## config.mk

```make
export PLATFORM = sky130hd
export DESIGN_NAME = brs_queue
export DESIGN_NICKNAME = d
export VERILOG_FILES = /design/src/rtl/bilinear_image_resize_top_assert.svh /design/src/rtl/brs_pkg.sv /design/src/rtl/brs_queue.sv
export SDC_FILE = /design/constraint.sdc
export NUM_CORES = 1
export LEC_CHECK = 0
export BUFFER_PORTS_ARGS = -buffer_cell sky130_fd_sc_hd__buf_4
export CORE_MARGIN = 2
export CORE_UTILIZATION = 26
export DETAILED_ROUTE_END_ITERATION = 6
export PLACE_DENSITY = 0.41
export SLEW_MARGIN = 40
export SYNTH_ARGS = -nofsm -noshare
export SYNTH_HDL_FRONTEND = slang
export SYNTH_SLANG_ARGS = --single-unit
```

## constraint.sdc

```tcl
create_clock -name clock -period 4.7 [get_ports clock]
set_input_delay 0 -clock clock [delete_from_list [all_inputs] [get_ports clock]]
set_output_delay 0 -clock clock [all_outputs]
set_load 0.005 [all_outputs]
```

## src/rtl/bilinear_image_resize_top_assert.svh

```systemverilog
// Assertion macros for the bilinear resize block.
`ifndef BILINEAR_IMAGE_RESIZE_TOP_ASSERT_SVH
`define BILINEAR_IMAGE_RESIZE_TOP_ASSERT_SVH

// Condition must never hold at a clock edge outside reset.
`define BRS_ASSERT_NEVER(label, clk, rst, cond, msg) \
   label: assert property (@(posedge clk) disable iff (rst) !(cond)) else $error(msg);

// Antecedent at one edge implies consequent at the next.
`define BRS_ASSERT_NEXT(label, clk, rst, ante, cons, msg) \
   label: assert property (@(posedge clk) disable iff (rst) (ante) |=> (cons)) else $error(msg);

`endif

```

## src/rtl/brs_pkg.sv

```systemverilog
// Package: constants, types and helper functions of the bilinear resize block.
`default_nettype none
package brs_pkg;

   localparam int MAX_WIDTH  = 1024;
   localparam int MAX_HEIGHT = 1024;
   localparam int CHANNELS   = 3;
   localparam int FRAC_BITS  = 16;
   localparam int PIXEL_BITS = 8;

   // fixed field widths
   localparam int COL_W  = 10;
   localparam int ROW_W  = 10;
   localparam int CH_W   = 2;
   localparam int PIX_W  = 8;
   localparam int SIZE_W = 11;
   localparam int STEP_W = 24;
   localparam int OFF_W  = 27;

   // position arithmetic
   localparam int POS_W = COL_W + STEP_W + 2;
   localparam int INT_W = POS_W - FRAC_BITS;
   localparam int XC_W  = $clog2(MAX_WIDTH);
   localparam int YC_W  = $clog2(MAX_HEIGHT);

   // 2x2 parity-banked frame store
   localparam int NBANKS     = 4;
   localparam int HALF_W     = (MAX_WIDTH + 1) / 2;
   localparam int HALF_H     = (MAX_HEIGHT + 1) / 2;
   localparam int BANK_DEPTH = HALF_W * HALF_H * CHANNELS;
   localparam int ADDR_W     = $clog2(BANK_DEPTH);

   // blend arithmetic
   localparam int WGT_W   = FRAC_BITS + 1;
   localparam int WPROD_W = 2 * WGT_W;
   localparam int TERM_W  = WPROD_W + PIXEL_BITS;
   localparam int PAIR_W  = TERM_W + 1;
   localparam int SUM_W   = TERM_W + 2;
   localparam int PIX_MAX = (1 << PIXEL_BITS) - 1;

   // queue between front and back
   localparam int Q_DEPTH = 4;
   localparam int QA_W    = $clog2(Q_DEPTH);
   localparam int QC_W    = $clog2(Q_DEPTH + 1);

   // configuration register map
   localparam int CSR_ADDR_W = 5;
   localparam int CSR_DATA_W = 32;
   localparam int CSR_IDX_W  = 3;
   localparam logic [CSR_IDX_W-1:0] REG_SOURCE_WIDTH  = 3'd0;
   localparam logic [CSR_IDX_W-1:0] REG_SOURCE_HEIGHT = 3'd1;
   localparam logic [CSR_IDX_W-1:0] REG_STEP_X        = 3'd2;
   localparam logic [CSR_IDX_W-1:0] REG_STEP_Y        = 3'd3;
   localparam logic [CSR_IDX_W-1:0] REG_OFFSET_X      = 3'd4;
   localparam logic [CSR_IDX_W-1:0] REG_OFFSET_Y      = 3'd5;

   localparam logic OP_LOAD     = 1'b0;
   localparam logic OP_RESAMPLE = 1'b1;

   typedef struct packed {
      logic [SIZE_W-1:0]       source_width;
      logic [SIZE_W-1:0]       source_height;
      logic [STEP_W-1:0]       step_x;
      logic [STEP_W-1:0]       step_y;
      logic signed [OFF_W-1:0] offset_x;
      logic signed [OFF_W-1:0] offset_y;
   } brs_cfg_type;

   typedef struct packed {
      logic [COL_W-1:0] column;
      logic [ROW_W-1:0] row;
      logic [CH_W-1:0]  channel;
      logic             bad_ch;
   } brs_meta_type;

   // one classified request as it crosses the queue
   typedef struct packed {
      logic                           is_load;
      logic [NBANKS-1:0]              bank_we;
      logic [PIXEL_BITS-1:0]          wdata;
      logic [NBANKS-1:0][ADDR_W-1:0]  addr;
      logic                           x1_odd;
      logic                           x2_odd;
      logic                           y1_odd;
      logic                           y2_odd;
      logic [FRAC_BITS-1:0]           fx;
      logic [FRAC_BITS-1:0]           fy;
      brs_meta_type                   meta;
   } brs_entry_type;

   typedef struct packed {
      logic full;
      logic empty;
   } brs_qstat_type;

   // word address of a pixel inside its parity bank
   function automatic logic [ADDR_W-1:0] bank_addr(input logic [XC_W-1:0] x,
                                                   input logic [YC_W-1:0] y,
                                                   input logic [CH_W-1:0] ch);
      logic [ADDR_W-1:0] word_idx;
      word_idx = ADDR_W'(y >> 1) * ADDR_W'(HALF_W) + ADDR_W'(x >> 1);
      return word_idx * ADDR_W'(CHANNELS) + ADDR_W'(ch);
   endfunction

   // zero counts as one, too large counts as the maximum
   function automatic logic [SIZE_W-1:0] eff_size(input logic [SIZE_W-1:0] r,
                                                  input int maxv);
      logic [SIZE_W-1:0] s;
      if (r == '0) begin
         s = SIZE_W'(1);
      end else if (int'(r) > maxv) begin
         s = SIZE_W'(maxv);
      end else begin
         s = r;
      end
      return s;
   endfunction

   // clamp a signed coordinate to 0 .. size-1
   function automatic logic [SIZE_W-1:0] clamp_coord(input logic signed [INT_W:0] v,
                                                     input logic [SIZE_W-1:0] size);
      logic signed [INT_W:0] top_v;
      logic [SIZE_W-1:0]     c;
      top_v = $signed((INT_W+1)'(size)) - (INT_W+1)'(1);
      if (v < 0) begin
         c = '0;
      end else if (v > top_v) begin
         c = size - SIZE_W'(1);
      end else begin
         c = SIZE_W'(v);
      end
      return c;
   endfunction

endpackage
`default_nettype wire

```

## src/rtl/brs_queue.sv

```systemverilog
// Short show-ahead queue between front end and back end.
`default_nettype none
module brs_queue import brs_pkg::*; (
   input  wire logic          clock,
   input  wire logic          reset,
   input  wire logic          push,
   input  wire brs_entry_type push_entry,
   input  wire logic          pop,
   output brs_entry_type      head,
   output brs_qstat_type      qstat
);

   brs_entry_type   slot_ff [Q_DEPTH];
   logic [QA_W-1:0] wr_ptr_ff;
   logic [QA_W-1:0] rd_ptr_ff;
   logic [QC_W-1:0] count_ff;

   assign head        = slot_ff[rd_ptr_ff];
   assign qstat.full  = (count_ff == QC_W'(Q_DEPTH));
   assign qstat.empty = (count_ff == '0);

   always_ff @(posedge clock) begin
      if (reset) begin
         wr_ptr_ff <= '0;
         rd_ptr_ff <= '0;
         count_ff  <= '0;
      end else begin
         if (push) begin
            wr_ptr_ff <= (wr_ptr_ff == QA_W'(Q_DEPTH - 1)) ? '0 : wr_ptr_ff + 1'b1;
         end
         if (pop) begin
            rd_ptr_ff <= (rd_ptr_ff == QA_W'(Q_DEPTH - 1)) ? '0 : rd_ptr_ff + 1'b1;
         end
         if (push && !pop) begin
            count_ff <= count_ff + 1'b1;
         end else if (pop && !push) begin
            count_ff <= count_ff - 1'b1;
         end
      end
      if (push) begin
         slot_ff[wr_ptr_ff] <= push_entry;
      end
   end

endmodule
`default_nettype wire

```

Word level (Yosys, flattened, before mapping) --
Memory sizes are Yosys's and may differ from the RTL's. A register that Yosys moved wholly into a read port is not among the register bits. Cells that the tools add are included.
Word-level totals: flip-flop bits (word level) 7, latch bits 0, RAM bits 608, bits in read-only memories 0, bits of input ports 156, output and inout port bits 154, logic and storage cells 25, memories 1
Operators by class: add/sub/neg operators 4, $mul 0, div/mod/pow operators 0, order comparisons 0, equal/unequal tests 3, shifts and indexed selects 0, muxes and demuxes 8, bitwise operators 0, reductions and logical operators 6
Memories:
- slot_ff | words 4, bits a word 152, read ports 1, clocked after memory_dff 1, write ports 1, line brs_queue.sv:13 | brs_entry_type slot_ff [Q_DEPTH];
Operator list (count):
- 2-bit 2-to-1 mux | 4
- 3-bit 2-to-1 mux | 2
- 2-bit by 1-bit adder with 2-bit output (second input constant) | 2
- 2-bit equality test (second input constant) | 2
- 3-bit by 1-bit adder with 3-bit output (second input constant) | 1
- 3-bit equality test (second input constant) | 1
- 3-bit logical NOT | 1
- 3-bit by 1-bit subtractor with 3-bit output (second input constant) | 1
- 1-bit logical AND | 2
- 1-bit logical NOT | 2
- 1-bit 2-to-1 mux | 2
- 2-bit nonzero test | 1

Logic depth before layout (Yosys ltp) --
depth in word-level cells 4, gate-level depth with buffers 7

Least setup slack after synthesis --
Ideal clock, no wire load.
path kind register to register, start point register wr_ptr_ff[0], end point memory slot_ff[0][0] (netlist name), enable pin, setup time 0.529 ns, data arrival time 4.017 ns, data required time 4.171 ns, path slack 0.154 ns, cell stages (with the launch flop) 4, path buffers 0, path through dfxtp_1 inv_1 ha_1 and2_1
RTL lines:
- start: declaration | line brs_queue.sv:14 | logic [QA_W-1:0] wr_ptr_ff;
- start signal: assignment | line brs_queue.sv:29 | wr_ptr_ff <= (wr_ptr_ff == QA_W'(Q_DEPTH - 1)) ? '0 : wr_ptr_ff + 1'b1;
- end: declaration | line brs_queue.sv:13
Straight into the memory's write port.

==> reports/qor.txt <==
Outcome = complete, no violations
Nets = 1526
Util after Layout = 0.3554
CTS Sinks = 617
Pin count of the biggest net entering global routing = 79
CP delay by family, top = flip-flops
Crit end category = primary output
Worst hold endpoint = slot_ff[0][6]
Starting DRT DRC Count = 454
M2 GR Usage = 0.1926
Vias = 10674
Overall die width = 297.2 um
GRT overflow = 0
Layout Skew = 0.02031 ns
Crit path kind = reg2out
Count of port buffers added during placement = 309
Syn_nets = 1001
Placed inst area = 26210 um2
Fin. Hold Viols = 0
CTS H-tree lvls = 3
Clock Tree Buf Depth = 3
Die Span Y = 297.2 um
Fillers = 7984
Leak Pwr = 10.11 nW
First-pass GRT wire length = 78.60 mm
Fin crit period = 2.863 ns
Post-synthesis sequential area ratio = 0.8251
Post-CTS Hold Buffers = 157
Final Cell Area = 30260 um2
Mapped Area = 22350 um2
WP data arrival = 2.86 ns
Synthesized flop and latch total = 617
F_max = 349.3 MHz
Worst skew pair latency = 0.60 ns
Max stage delay cell, worst path = dfxtp_4
Rel. slew slack = 0.5070
CTS Buf Count = 73
Post-CTS Setup Bufs = 0
Detailed Route WL = 52.43 mm
Synth cell types = 18
Routed WL per cell = 20.43 um
Core footprint = 85150 um2
Crit path max fanout = 73
Critical path buffer and inverter count = 2
Worst-Margin Slew = 0.7394 ns
Starting Density = 0.2624
Vias in the first global route = 12046
Peak VDD IR = 0.2797 mV
GRT Overall Usage = 0.1195
CTS tree = built
Vias per cell = 4.160
Final routed DRC violation total = 0
Initial antenna violation count = 7
DR pass1 iterations = 4
Critical path launch point type = register
Pwr Total = 0.01336 W
Critical Path RT = 4.70 ns
FP Rows = 107
PnR worst setup slack = 1.837 ns
Final Max Tran Viols = 0
Syn Inst Count = 838
Hold path depth = 2
Total die area = 88300 um2
Met1 usage = 0.1533
CTS root buf = clkbuf_16
Post-CTS resize count = 0
Worst reg2reg endpoint = count_ff[2]
Post-route clock period utilization = 0.6092
Reg-to-Reg Start = count_ff[0]
Gpl congestion = 0.6803
Antenna viol nets, final = 0
Most frequent cells in the layout = edfxtp_1 (608), buf_4 (313), dlygate4sd3_1 (157), mux4_2 (152), clkbuf_16 (73)
Ys Warns = 0
Crit-path cells = buf_12 > mux4_2 > buf_4
Max-Cap Viols = 0
Pwr dens = 441.6 nW/um2
Global route hottest layer = met2
Worst hold path class = in2reg
Commonest non-fill, non-tap cell in the layout = edfxtp_1
Setup TNS = 0 ns
Worst slack at placement = 2.361 ns
Met3 usage = 0.04105
R2R depth = 5
CP peak stage delay = 0.79 ns
R2R setup slack = 2.65 ns
Syn_area_per_cell = 26.66 um2
Layout cell share with drive strength beyond 1 = 0.4173
Boundary Pins = 310
Hold_sp = push_entry[6]
HPWL after DPL = 30.95 mm
RSZ-0062 raised after global routing = false
Worst-path clk slew = 0.06 ns
Final setup vio count = 0
Area Growth Syn to Fin = 35.44%
stage by stage:
step	std cells	hold slack (ns)
detailed placement	2275	0.2034
CTS	2565	0.06617
global placement	2271	0.2006
finish	2566	0.1326
global route	2566	0.08605
floorplan	838	0.06907
routing by layer:
layer | vias to the layer above | part of all wire | wire length, um
met5 | - | 0.0014 | 75
met4 | 12 | 0.023 | 1190
met3 | 88 | 0.069 | 3631
met2 | 279 | 0.47 | 24890
met1 | 5598 | 0.43 | 22650
li1 | 4697 | - | -
cell usage after synthesis, drive strengths merged:
master / count / area share
a21oi: 2 / 0.00045
and2: 4 / 0.0011
buf: 27 / 0.0088
clkbuf: 7 / 0.0012
dfxtp: 9 / 0.0081
edfxtp: 608 / 0.82
fa: 1 / 0.00090
ha: 6 / 0.0034
inv: 4 / 0.00067
mux2i: 4 / 0.0018
mux4: 152 / 0.15
nor2: 7 / 0.0012
nor3: 1 / 0.00022
nor3b: 2 / 0.00067
o21ai: 1 / 0.00022
or3: 1 / 0.00028
xor2: 2 / 0.00078
kinds of logic (layout without fill, tap and decap cells):
| logic type | count (synthesis) | after routing | share of synthesized area |
|---|---|---|---|
| buf+inv | 38 | 621 | 0.01069 |
| xor+xnor | 2 | 2 | 0.0007841 |
| mux | 156 | 156 | 0.1550 |
| fa+ha+maj | 7 | 7 | 0.004256 |
| compound gates | 3 | 3 | 0.0006717 |
| simple gates | 15 | 15 | 0.003471 |
| flops | 617 | 617 | 0.8251 |
| other cells | 0 | 1 | 0 |
where the power goes:
group | internal, W | switching [W] | total (W)
Combinational | 0.000669 | 0.000557 | 0.00123
Sequential | 0.00631 | 0.0000703 | 0.00638
Clock | 0.00350 | 0.00226 | 0.00576
area by class of cell:
class	count	area, um2	area share
antenna	1	2.502	0.00008269
clock buffer	87	1879	0.06210
clock inverter	46	603.1	0.01993
inverter	4	15.01	0.0004961
multi-input combinational	183	3679	0.1215
sequential	617	18450	0.6095
tap	1144	1431	0.04730
timing repair buffer	484	4209	0.1391
worst register-to-register path, cell delays in order (launching register included):
cell           delay, ns
dfxtp_1             0.36
fa_1                0.45
xor2_1              0.17
or3_1               0.32
a21oi_1             0.14
dlygate4sd3_1       0.56
flip-flops by register name, summed over array words and instances (netlist names), named ones only:
register / count
count_ff: 3
rd_ptr_ff: 2
slot_ff: 608
wr_ptr_ff: 2
how the worst max path moves through the flow:
stage | start | cells after the start | end
2_1_floorplan | wr_ptr_ff[0] | 3 | slot_ff[0][0]
3_3_place_gp | register | 3 | head[92]
3_5_place_dp | register | 3 | head[118]
4_1_cts | register | 3 | head[92]
5_1_grt | register | 3 | head[92]
6_report | register | 3 | head[100]
Note: power is estimated with default switching activity, not from simulation.
