[src/rtl/bilinear_image_resize_top_assert.svh]
// Assertion macros for the bilinear resize block.
`ifndef BILINEAR_IMAGE_RESIZE_TOP_ASSERT_SVH
`define BILINEAR_IMAGE_RESIZE_TOP_ASSERT_SVH

// Condition must never hold at a clock edge outside reset.
`define BRS_ASSERT_NEVER(label, clk, rst, cond, msg) \
   label: assert property (@(posedge clk) disable iff (rst) !(cond)) else $error(msg);

// Antecedent at one edge implies consequent at the next.
`define BRS_ASSERT_NEXT(label, clk, rst, ante, cons, msg) \
   label: assert property (@(posedge clk) disable iff (rst) (ante) |=> (cons)) else $error(msg);

`endif

[src/rtl/brs_pkg.sv]
// Package: constants, types and helper functions of the bilinear resize block.
`default_nettype none
package brs_pkg;

   localparam int MAX_WIDTH  = 1024;
   localparam int MAX_HEIGHT = 1024;
   localparam int CHANNELS   = 3;
   localparam int FRAC_BITS  = 16;
   localparam int PIXEL_BITS = 8;

   // fixed field widths
   localparam int COL_W  = 10;
   localparam int ROW_W  = 10;
   localparam int CH_W   = 2;
   localparam int PIX_W  = 8;
   localparam int SIZE_W = 11;
   localparam int STEP_W = 24;
   localparam int OFF_W  = 27;

   // position arithmetic
   localparam int POS_W = COL_W + STEP_W + 2;
   localparam int INT_W = POS_W - FRAC_BITS;
   localparam int XC_W  = $clog2(MAX_WIDTH);
   localparam int YC_W  = $clog2(MAX_HEIGHT);

   // 2x2 parity-banked frame store
   localparam int NBANKS     = 4;
   localparam int HALF_W     = (MAX_WIDTH + 1) / 2;
   localparam int HALF_H     = (MAX_HEIGHT + 1) / 2;
   localparam int BANK_DEPTH = HALF_W * HALF_H * CHANNELS;
   localparam int ADDR_W     = $clog2(BANK_DEPTH);

   // blend arithmetic
   localparam int WGT_W   = FRAC_BITS + 1;
   localparam int WPROD_W = 2 * WGT_W;
   localparam int TERM_W  = WPROD_W + PIXEL_BITS;
   localparam int PAIR_W  = TERM_W + 1;
   localparam int SUM_W   = TERM_W + 2;
   localparam int PIX_MAX = (1 << PIXEL_BITS) - 1;

   // queue between front and back
   localparam int Q_DEPTH = 4;
   localparam int QA_W    = $clog2(Q_DEPTH);
   localparam int QC_W    = $clog2(Q_DEPTH + 1);

   // configuration register map
   localparam int CSR_ADDR_W = 5;
   localparam int CSR_DATA_W = 32;
   localparam int CSR_IDX_W  = 3;
   localparam logic [CSR_IDX_W-1:0] REG_SOURCE_WIDTH  = 3'd0;
   localparam logic [CSR_IDX_W-1:0] REG_SOURCE_HEIGHT = 3'd1;
   localparam logic [CSR_IDX_W-1:0] REG_STEP_X        = 3'd2;
   localparam logic [CSR_IDX_W-1:0] REG_STEP_Y        = 3'd3;
   localparam logic [CSR_IDX_W-1:0] REG_OFFSET_X      = 3'd4;
   localparam logic [CSR_IDX_W-1:0] REG_OFFSET_Y      = 3'd5;

   localparam logic OP_LOAD     = 1'b0;
   localparam logic OP_RESAMPLE = 1'b1;

   typedef struct packed {
      logic [SIZE_W-1:0]       source_width;
      logic [SIZE_W-1:0]       source_height;
      logic [STEP_W-1:0]       step_x;
      logic [STEP_W-1:0]       step_y;
      logic signed [OFF_W-1:0] offset_x;
      logic signed [OFF_W-1:0] offset_y;
   } brs_cfg_type;

   typedef struct packed {
      logic [COL_W-1:0] column;
      logic [ROW_W-1:0] row;
      logic [CH_W-1:0]  channel;
      logic             bad_ch;
   } brs_meta_type;

   // one classified request as it crosses the queue
   typedef struct packed {
      logic                           is_load;
      logic [NBANKS-1:0]              bank_we;
      logic [PIXEL_BITS-1:0]          wdata;
      logic [NBANKS-1:0][ADDR_W-1:0]  addr;
      logic                           x1_odd;
      logic                           x2_odd;
      logic                           y1_odd;
      logic                           y2_odd;
      logic [FRAC_BITS-1:0]           fx;
      logic [FRAC_BITS-1:0]           fy;
      brs_meta_type                   meta;
   } brs_entry_type;

   typedef struct packed {
      logic full;
      logic empty;
   } brs_qstat_type;

   // word address of a pixel inside its parity bank
   function automatic logic [ADDR_W-1:0] bank_addr(input logic [XC_W-1:0] x,
                                                   input logic [YC_W-1:0] y,
                                                   input logic [CH_W-1:0] ch);
      logic [ADDR_W-1:0] word_idx;
      word_idx = ADDR_W'(y >> 1) * ADDR_W'(HALF_W) + ADDR_W'(x >> 1);
      return word_idx * ADDR_W'(CHANNELS) + ADDR_W'(ch);
   endfunction

   // zero counts as one, too large counts as the maximum
   function automatic logic [SIZE_W-1:0] eff_size(input logic [SIZE_W-1:0] r,
                                                  input int maxv);
      logic [SIZE_W-1:0] s;
      if (r == '0) begin
         s = SIZE_W'(1);
      end else if (int'(r) > maxv) begin
         s = SIZE_W'(maxv);
      end else begin
         s = r;
      end
      return s;
   endfunction

   // clamp a signed coordinate to 0 .. size-1
   function automatic logic [SIZE_W-1:0] clamp_coord(input logic signed [INT_W:0] v,
                                                     input logic [SIZE_W-1:0] size);
      logic signed [INT_W:0] top_v;
      logic [SIZE_W-1:0]     c;
      top_v = $signed((INT_W+1)'(size)) - (INT_W+1)'(1);
      if (v < 0) begin
         c = '0;
      end else if (v > top_v) begin
         c = size - SIZE_W'(1);
      end else begin
         c = SIZE_W'(v);
      end
      return c;
   endfunction

endpackage
`default_nettype wire

[src/rtl/brs_req_if.sv]
// Interface: request channel of the bilinear resize block.
`default_nettype none
interface brs_req_if import brs_pkg::*; ();
   logic             valid;
   logic             ready;
   logic             operation;
   logic [COL_W-1:0] column;
   logic [ROW_W-1:0] row;
   logic [CH_W-1:0]  channel;
   logic [PIX_W-1:0] pixel_in;

   modport source (output valid, output operation, output column, output row,
                   output channel, output pixel_in, input ready);
   modport sink (input valid, input operation, input column, input row,
                 input channel, input pixel_in, output ready);
endinterface
`default_nettype wire

[src/rtl/brs_front.sv]
// Front end: accepts requests, maps positions, clamps neighbors, builds bank addresses.
`default_nettype none
module brs_front import brs_pkg::*; (
   input  wire logic          clock,
   input  wire logic          reset,
   brs_req_if.sink            req_bus,
   input  wire brs_cfg_type   cfg,
   input  wire brs_qstat_type qstat,
   output logic               push,
   output brs_entry_type      entry
);

   logic adv;

   logic                    s1_valid_ff;
   logic                    s1_op_ff;
   logic [COL_W-1:0]        s1_col_ff;
   logic [ROW_W-1:0]        s1_row_ff;
   logic [CH_W-1:0]         s1_ch_ff;
   logic [PIX_W-1:0]        s1_pix_ff;
   logic signed [POS_W-1:0] s1_px_ff;
   logic signed [POS_W-1:0] s1_py_ff;
   logic signed [POS_W-1:0] px_in;
   logic signed [POS_W-1:0] py_in;

   logic          e_valid_ff;
   brs_entry_type entry_ff;
   brs_entry_type entry_in;

   // front stalls only when its output entry cannot enter the queue
   assign adv           = !(e_valid_ff && qstat.full);
   assign req_bus.ready = adv;
   assign push          = e_valid_ff && !qstat.full;
   assign entry         = entry_ff;

   // source position: index * step + offset
   always_comb begin
      px_in = $signed(POS_W'(req_bus.column) * POS_W'(cfg.step_x))
            + $signed({{(POS_W-OFF_W){cfg.offset_x[OFF_W-1]}}, cfg.offset_x});
      py_in = $signed(POS_W'(req_bus.row) * POS_W'(cfg.step_y))
            + $signed({{(POS_W-OFF_W){cfg.offset_y[OFF_W-1]}}, cfg.offset_y});
   end

   always_ff @(posedge clock) begin
      if (reset) begin
         s1_valid_ff <= 1'b0;
      end else if (adv) begin
         s1_valid_ff <= req_bus.valid;
      end
      if (adv) begin
         s1_op_ff  <= req_bus.operation;
         s1_col_ff <= req_bus.column;
         s1_row_ff <= req_bus.row;
         s1_ch_ff  <= req_bus.channel;
         s1_pix_ff <= req_bus.pixel_in;
         s1_px_ff  <= px_in;
         s1_py_ff  <= py_in;
      end
   end

   // floor, fraction, clamping and per-bank address selection
   always_comb begin
      logic signed [INT_W:0] bx0;
      logic signed [INT_W:0] bx1;
      logic signed [INT_W:0] by0;
      logic signed [INT_W:0] by1;
      logic [SIZE_W-1:0]     sw;
      logic [SIZE_W-1:0]     sh;
      logic [XC_W-1:0]       x1;
      logic [XC_W-1:0]       x2;
      logic [YC_W-1:0]       y1;
      logic [YC_W-1:0]       y2;
      logic [XC_W-1:0]       xs;
      logic [YC_W-1:0]       ys;
      logic [CH_W-1:0]       chs;
      logic                  bad;
      logic                  in_range;
      logic [1:0]            lb;

      sw  = eff_size(cfg.source_width, MAX_WIDTH);
      sh  = eff_size(cfg.source_height, MAX_HEIGHT);
      bx0 = $signed({s1_px_ff[POS_W-1], s1_px_ff[POS_W-1:FRAC_BITS]});
      by0 = $signed({s1_py_ff[POS_W-1], s1_py_ff[POS_W-1:FRAC_BITS]});
      bx1 = bx0 + (INT_W+1)'(1);
      by1 = by0 + (INT_W+1)'(1);
      x1  = XC_W'(clamp_coord(bx0, sw));
      x2  = XC_W'(clamp_coord(bx1, sw));
      y1  = YC_W'(clamp_coord(by0, sh));
      y2  = YC_W'(clamp_coord(by1, sh));
      xs  = x1;
      ys  = y1;

      bad      = (int'(s1_ch_ff) >= CHANNELS);
      chs      = bad ? '0 : s1_ch_ff;
      in_range = (int'(s1_col_ff) < MAX_WIDTH) && (int'(s1_row_ff) < MAX_HEIGHT) && !bad;
      lb       = {s1_row_ff[0], s1_col_ff[0]};

      entry_in             = '0;
      entry_in.is_load     = (s1_op_ff == OP_LOAD);
      entry_in.wdata       = PIXEL_BITS'(s1_pix_ff);
      entry_in.x1_odd      = x1[0];
      entry_in.x2_odd      = x2[0];
      entry_in.y1_odd      = y1[0];
      entry_in.y2_odd      = y2[0];
      entry_in.fx          = s1_px_ff[FRAC_BITS-1:0];
      entry_in.fy          = s1_py_ff[FRAC_BITS-1:0];
      entry_in.meta.column = s1_col_ff;
      entry_in.meta.row    = s1_row_ff;
      entry_in.meta.channel = s1_ch_ff;
      entry_in.meta.bad_ch = bad;

      for (int b = 0; b < NBANKS; b++) begin
         if (s1_op_ff == OP_LOAD) begin
            entry_in.addr[b]    = bank_addr(XC_W'(s1_col_ff), YC_W'(s1_row_ff), chs);
            entry_in.bank_we[b] = in_range && (lb == 2'(b));
         end else begin
            // each bank reads the neighbor whose parity matches it
            xs = (x1[0] == b[0]) ? x1 : x2;
            ys = (y1[0] == b[1]) ? y1 : y2;
            entry_in.addr[b] = bank_addr(xs, ys, chs);
         end
      end
   end

   always_ff @(posedge clock) begin
      if (reset) begin
         e_valid_ff <= 1'b0;
      end else if (adv) begin
         e_valid_ff <= s1_valid_ff;
      end
      if (adv) begin
         entry_ff <= entry_in;
      end
   end

endmodule
`default_nettype wire

[src/flat_wrapper.sv]
// flat-port wrapper written by rule: the top's interface ports become plain ports
module brs_front_flat import brs_pkg::*;
  (clock, reset, cfg, qstat, push, entry, req_bus_valid, req_bus_operation, req_bus_column, req_bus_row, req_bus_channel, req_bus_pixel_in, req_bus_ready);
  brs_req_if req_bus_i ();
  input  wire logic clock;
  input  wire logic reset;
  input  wire brs_cfg_type cfg;
  input  wire brs_qstat_type qstat;
  output logic push;
  output brs_entry_type entry;
  input wire logic [$bits(req_bus_i.valid)-1:0] req_bus_valid;
  input wire logic [$bits(req_bus_i.operation)-1:0] req_bus_operation;
  input wire logic [$bits(req_bus_i.column)-1:0] req_bus_column;
  input wire logic [$bits(req_bus_i.row)-1:0] req_bus_row;
  input wire logic [$bits(req_bus_i.channel)-1:0] req_bus_channel;
  input wire logic [$bits(req_bus_i.pixel_in)-1:0] req_bus_pixel_in;
  output wire logic [$bits(req_bus_i.ready)-1:0] req_bus_ready;
  assign req_bus_i.valid = req_bus_valid;
  assign req_bus_i.operation = req_bus_operation;
  assign req_bus_i.column = req_bus_column;
  assign req_bus_i.row = req_bus_row;
  assign req_bus_i.channel = req_bus_channel;
  assign req_bus_i.pixel_in = req_bus_pixel_in;
  assign req_bus_ready = req_bus_i.ready;
  brs_front u_core (.clock(clock), .reset(reset), .req_bus(req_bus_i), .cfg(cfg), .qstat(qstat), .push(push), .entry(entry));
endmodule
[config.mk]
export PLATFORM = sky130hd
export DESIGN_NAME = brs_front_flat
export DESIGN_NICKNAME = d
export VERILOG_FILES = /design/src/rtl/bilinear_image_resize_top_assert.svh /design/src/rtl/brs_pkg.sv /design/src/rtl/brs_req_if.sv /design/src/rtl/brs_front.sv /design/src/flat_wrapper.sv
export SDC_FILE = /design/constraint.sdc
export NUM_CORES = 2
export LEC_CHECK = 0
export BUFFER_PORTS_ARGS = -buffer_cell sky130_fd_sc_hd__buf_4
export CORE_MARGIN = 3
export CORE_UTILIZATION = 55
export CTS_CLUSTER_SIZE = 25
export DETAILED_ROUTE_END_ITERATION = 8
export GPL_TIMING_DRIVEN = 0
export PLACE_DENSITY_LB_ADDON = 0.08
export SKIP_CTS_REPAIR_TIMING = 1
export SLEW_MARGIN = 20
export SYNTH_ARGS = -nofsm -noshare
export SYNTH_HDL_FRONTEND = slang
export SYNTH_SLANG_ARGS = --single-unit
[constraint.sdc]
create_clock -name clock -period 22.3 [get_ports clock]
set_clock_uncertainty 0.15 [all_clocks]
set_input_delay 4.46 -clock clock [delete_from_list [all_inputs] [get_ports clock]]
set_output_delay 4.46 -clock clock [all_outputs]
set_load 0.02 [all_outputs]
Yosys cells after proc, flatten, opt, wreduce, memory -nomap -nowiden

Index checks and enable logic that the tools add are counted.

Add/sub/neg operators: 18
Multiply operators: 7
Order comparisons: 11
Equality and inequality tests: 3
Multiplexer cells: 21
Bitwise operators: 1
Reduce and logical (&&, ||, !) cells: 12

Operators with widths:

| operator                                                    | number |
|---|---|
| 2-to-1 mux 10 bit                                           | 12 |
| adder 20 x 2 -> 20 bit                                      | 5 |
| multiplier 20 x 2 -> 20 bit, second input constant          | 5 |
| adder 18 x 9 -> 19 bit                                      | 5 |
| 2-to-1 mux 20 bit                                           | 4 |
| adder 35 x 27 -> 36 bit                                     | 2 |
| multiplier 10 x 24 -> 34 bit                                | 2 |
| 2-to-1 mux 11 bit                                           | 4 |
| adder 20 x 2 -> 21 bit, second input constant               | 2 |
| > comparator 21 x 12 -> 1 bit                               | 2 |
| less-than comparator 21 x 1 -> 1 bit, second input constant | 2 |
| > comparator 20 x 12 -> 1 bit                               | 2 |
| less-than comparator 20 x 1 -> 1 bit, second input constant | 2 |
| subtractor 11 x 1 -> 12 bit, second input constant          | 2 |
| > comparator 11 bit, second input constant                  | 2 |
| logical NOT 11 bit                                          | 2 |
| subtractor 10 x 1 -> 10 bit, second input constant          | 2 |
| logical AND 1 bit                                           | 6 |
| == test 2 bit, second input constant                        | 2 |
| logical NOT 1 bit                                           | 3 |
| == test 2 x 1 -> 1 bit, second input constant               | 1 |
| >= comparator 2 bit, second input constant                  | 1 |
| logical NOT 2 bit                                           | 1 |
| 2-to-1 mux 2 bit                                            | 1 |
| inverter 1 bit                                              | 1 |

Register bits: 257
Output and inout port bits: 154

Logic depth before layout (Yosys ltp)

Depth in word-level cells: 12
Depth in mapped cells: 34
Depth with buffers taken out: 31

Worst setup path after synthesis

Ideal clock, no wire load.

Path kind: input to output
Start: input qstat[1] in the netlist's numbering
End: output req_bus_ready
Arrival: 9.580 ns
Required time: 17.690 ns
Setup slack: 8.110 ns
Stages on the path: 1
Buffers on the path: 0
Cells stage by stage: nand2_1

Cells in the longest elaborated chain, start to end: 2

Ends and longest elaborated chain:

| what               | RTL line           | source |
|---|---|---|
| start: declaration | flat_wrapper.sv:8  | `input wire brs_qstat_type qstat;` |
| logical AND 1 bit  | brs_front.sv:31    | `assign adv = !(e_valid_ff && qstat.full);` |
| logical NOT 1 bit  | brs_front.sv:31    |  |
| end: declaration   | flat_wrapper.sv:17 | `output wire logic [$bits(req_bus_i.ready)-1:0] req_bus_ready;` |

Every way passes these cells.

Worst setup path in the final report

Start: input req_bus_row[1]
End: register u_core.s1_py_ff[35], data pin

Cells in the longest elaborated chain, start to end: 2

Ends and longest elaborated chain:

| what                         | RTL line           | source |
|---|---|---|
| start: declaration           | flat_wrapper.sv:14 | `input wire logic [$bits(req_bus_i.row)-1:0] req_bus_row;` |
| multiplier 10 x 24 -> 34 bit | brs_front.sv:40    | `py_in = $signed(POS_W'(req_bus.row) * POS_W'(cfg.step_y))` |
| adder 35 x 27 -> 36 bit      | brs_front.sv:41    | `+ $signed({{(POS_W-OFF_W){cfg.offset_y[OFF_W-1]}}, cfg.offset_y});` |
| net u_core.py_in[35]         | brs_front.sv:24    | `logic signed [POS_W-1:0] py_in;` |
| end signal: assignment       | brs_front.sv:57    | `s1_py_ff <= py_in;` |
| end: declaration             | brs_front.sv:22    | `logic signed [POS_W-1:0] s1_py_ff;` |

The timed path passes the listed nets, and every way through them passes these cells.
A chain may end at the register's enable or synchronous reset.

==> key figures <==
Status
  – Status: complete, no violations

Yosys
  – Sequential-to-total area share from yosys stat: 0.214
  – Synth Warn #: 0
  – Synth top area cells: fa_1 (21%), edfxtp_1 (21%), ha_1 (15%), nand2_1 (5.1%), inv_1 (4.3%)
  – Syn Inst Count: 3,541
  – Synth Flop Type: edfxtp_1
  – Xor and xnor fraction of the mapped netlist area: 0.0588
  – Syn Area/Cell: 9.43 sq um
  – Synth Area in Adders: 0.362
  – Synth cell types: 91
  – Synth Cell Area: 33,400 sq um
  – Synth top area share: 0.213
  – Synthesized flop and latch total: ~240
  – Most frequent cell after synthesis: nand2_1
  – Post-synthesis simple-gate area fraction: 0.159
  – Portion of netlist area occupied by mux cells: 0.0132
  – Synth cell count leaders: nand2_1 (453), ha_1 (397), inv_1 (385), fa_1 (356), edfxtp_1 (237)
  – Compound-Gate Fraction of Synth Area: 0.130
  – Fraction of registers with async set or reset after synthesis: 0
  – Largest family of logic cells by synthesized area: adder cells
  – Post-synth EDFFs: between 200 and 250
  – Largest area contributor in the netlist: fa_1

Drt
  – Initial DRC Count: between 1,500 and 2,000
  – Vias per cell: 5.64
  – Uppermost layer routed: met5
  – Routed wire length: roughly 87 mm
  – DR WL met3: 7.28 mm
  – First-pass DRT Iterations: 5
  – Metal1 wirelength: 39.5 mm
  – Via count: 26,353
  – Final ANT Viol Nets: 0
  – Met2 WL: 38.3 mm
  – DRC Markers: 0
  – Drt wl/cell: 18.7 um

Die
  – Die X: ~250 um
  – CORE AREA: 59,600 sq um
  – Num rows: just under 90
  – Die area: roughly 64,000 sq um
  – Die height: between 200 and 300 um
  – Initial Util: 0.560
  – Io pins: 314

Global route
  – Grt total ovfl: 0
  – Vias in the first global route: 25,786
  – Pin count of the biggest net entering global routing: 53
  – Initial antenna violation count: 6
  – Global-route wire length before repair: 139 mm
  – Total GRT Usage: 0.274

Critical path
  – CP arrival: ~13 ns
  – Slowest cell on crit path: fa_1
  – Family with the most delay on the worst path: adder cells
  – Max incr delay on CP: 0.57 ns
  – CP Class: primary input to flip-flop
  – Crit-path most repeated cell: fa_1
  – WP buf/inv: 5
  – Crit path launch type: primary input
  – CP endpoint kind: flip-flop
  – Crit path required time: 22.46 ns
  – Critical path peak fanout: 10

Timing
  – Slew headroom: 0.275
  – Final TNS setup: 0 ns
  – Hold Slack: 0.266 ns
  – Final Slew Violations: 0
  – Final Hold Fails: 0
  – Min cycle time layout: 12.75 ns
  – Final worst-path setup slack: 9.55 ns
  – Unrepaired setup endpoints after global routing: false
  – Worst Tran Pin Value: 1.06 ns
  – Final period util: 0.572
  – Final setup fails: 0
  – Max Clk Rate: 78.4 MHz

Finish
  – Final instance area: 37,500 sq um
  – Share of post-route cells with drive strength above 1: 0.0995
  – Synth-to-Final Area Change: 12.5%
  – Fin nets: 4,791

Place
  – Placer Congestion: 0.911
  – Pre-CTS WS: around 9.0 ns
  – IO buf count: 265
  – Post-DP HPWL: 71.3 mm
  – Post-placement cell area: about 37,000 sq um

Min path
  – HP Class: flip-flop to flip-flop

Clock tree
  – Worst-skew pair later-pin latency: 0.59 ns
  – Num CTS Buffers: 29
  – CTS Buffer Depth: 3
  – Clock sinks: 239
  – CTS tree: done
  – Number of H-tree levels: 1
  – Clock Pin Slew Worst Setup and Hold Paths: 0.06 ns
  – CTS root buf: clkbuf_16

Flow run
  – Maxcap violations: 0
## cell type report
class / instances / area [sq um]
Clock buffer: 33 / 741
Multi-Input combinational cell: 2812 / 24300
Timing Repair Buffer: 269 / 2090
Inverter: 385 / 1450
Clock inverter: 19 / 206
Antenna cell: 3 / 7.51
Buffer: 142 / 642
Fill cell: 5168 / 22000
Tap cell: 773 / 967
Sequential cell: 239 / 7160
## sequential cells by signal (all words and copies together) (netlist names)
name                cells
u_core.e_valid_ff       1
u_core.s1_row_ff       10
u_core.s1_ch_ff         2
u_core.s1_pix_ff        8
u_core.entry          134
u_core.s1_px_ff        36
u_core.s1_col_ff       10
u_core.s1_op_ff         1
u_core.s1_py_ff        36
u_core.s1_valid_ff      1
## final timing paths
check | start | end | slack (ns) | cells past startpoint
worst max-delay path | req_bus_row[1] | u_core.s1_py_ff[35]$_DFFE_PN_ | 9.55 | 26
worst min-delay path | u_core.s1_py_ff[7]$_DFFE_PN_ | u_core.entry[30]$_DFFE_PN_ | 0.27 | 0
worst max register to register | u_core.s1_px_ff[16]$_DFFE_PN_ | u_core.entry[112]$_DFFE_PN_ | 13.59 | 29
worst min register to register | u_core.s1_py_ff[7]$_DFFE_PN_ | u_core.entry[30]$_DFFE_PN_ | 0.27 | 0
## metrics by stage
step                 util  std cells
floorplan               -       3578
global placement    0.612       4616
detailed placement  0.614       4620
CTS                 0.630       4672
global route        0.630       4673
finish              0.630       4675
## placed cells by master, fill, tap and decap left out, types with 20 or more instances in the layout
cell and n:
a211oi_1 23, a21o_1 126, a21oi_1 162, a31oi_1 21, and2_1 208, and3_1 27
buf_4 286, clkbuf_1 114, clkbuf_16 29, conb_1 38, edfxtp_1 237, fa_1 356
ha_1 397, inv_1 385, mux2i_1 31, nand2_1 452, nand3_1 62, nand4_1 29
nor2_1 153, nor2b_1 30, nor3_1 42, o211ai_1 20, o21a_1 44, o21ai_0 134
o21bai_1 27, xnor2_1 150, xor2_1 74
## kinds of logic (layout without fill, tap and decap cells)
| family | after synthesis | after routing |
|---|---|---|
| AO/OA/AOI/OAI | 661 | 661 |
| XOR/XNOR | 224 | 224 |
| adder cells (fa/ha/maj) | 753 | 753 |
| buffers and inverters | 527 | 848 |
| flip-flops | 239 | 239 |
| multiplexers | 42 | 42 |
| other | 1 | 41 |
| AND/OR/NAND/NOR | 1094 | 1094 |
## metal layers
layer | global-route usage | up-vias
li1 | - | 12685
met5 | 0 | -
met4 | 0.0740 | 4
met1 | 0.392 | 12669
met3 | 0.0588 | 135
met2 | 0.423 | 860
Power is left out: the tool's default activity adds up to more than one toggle a clock period on the data nets, which glitch-free logic cannot reach.
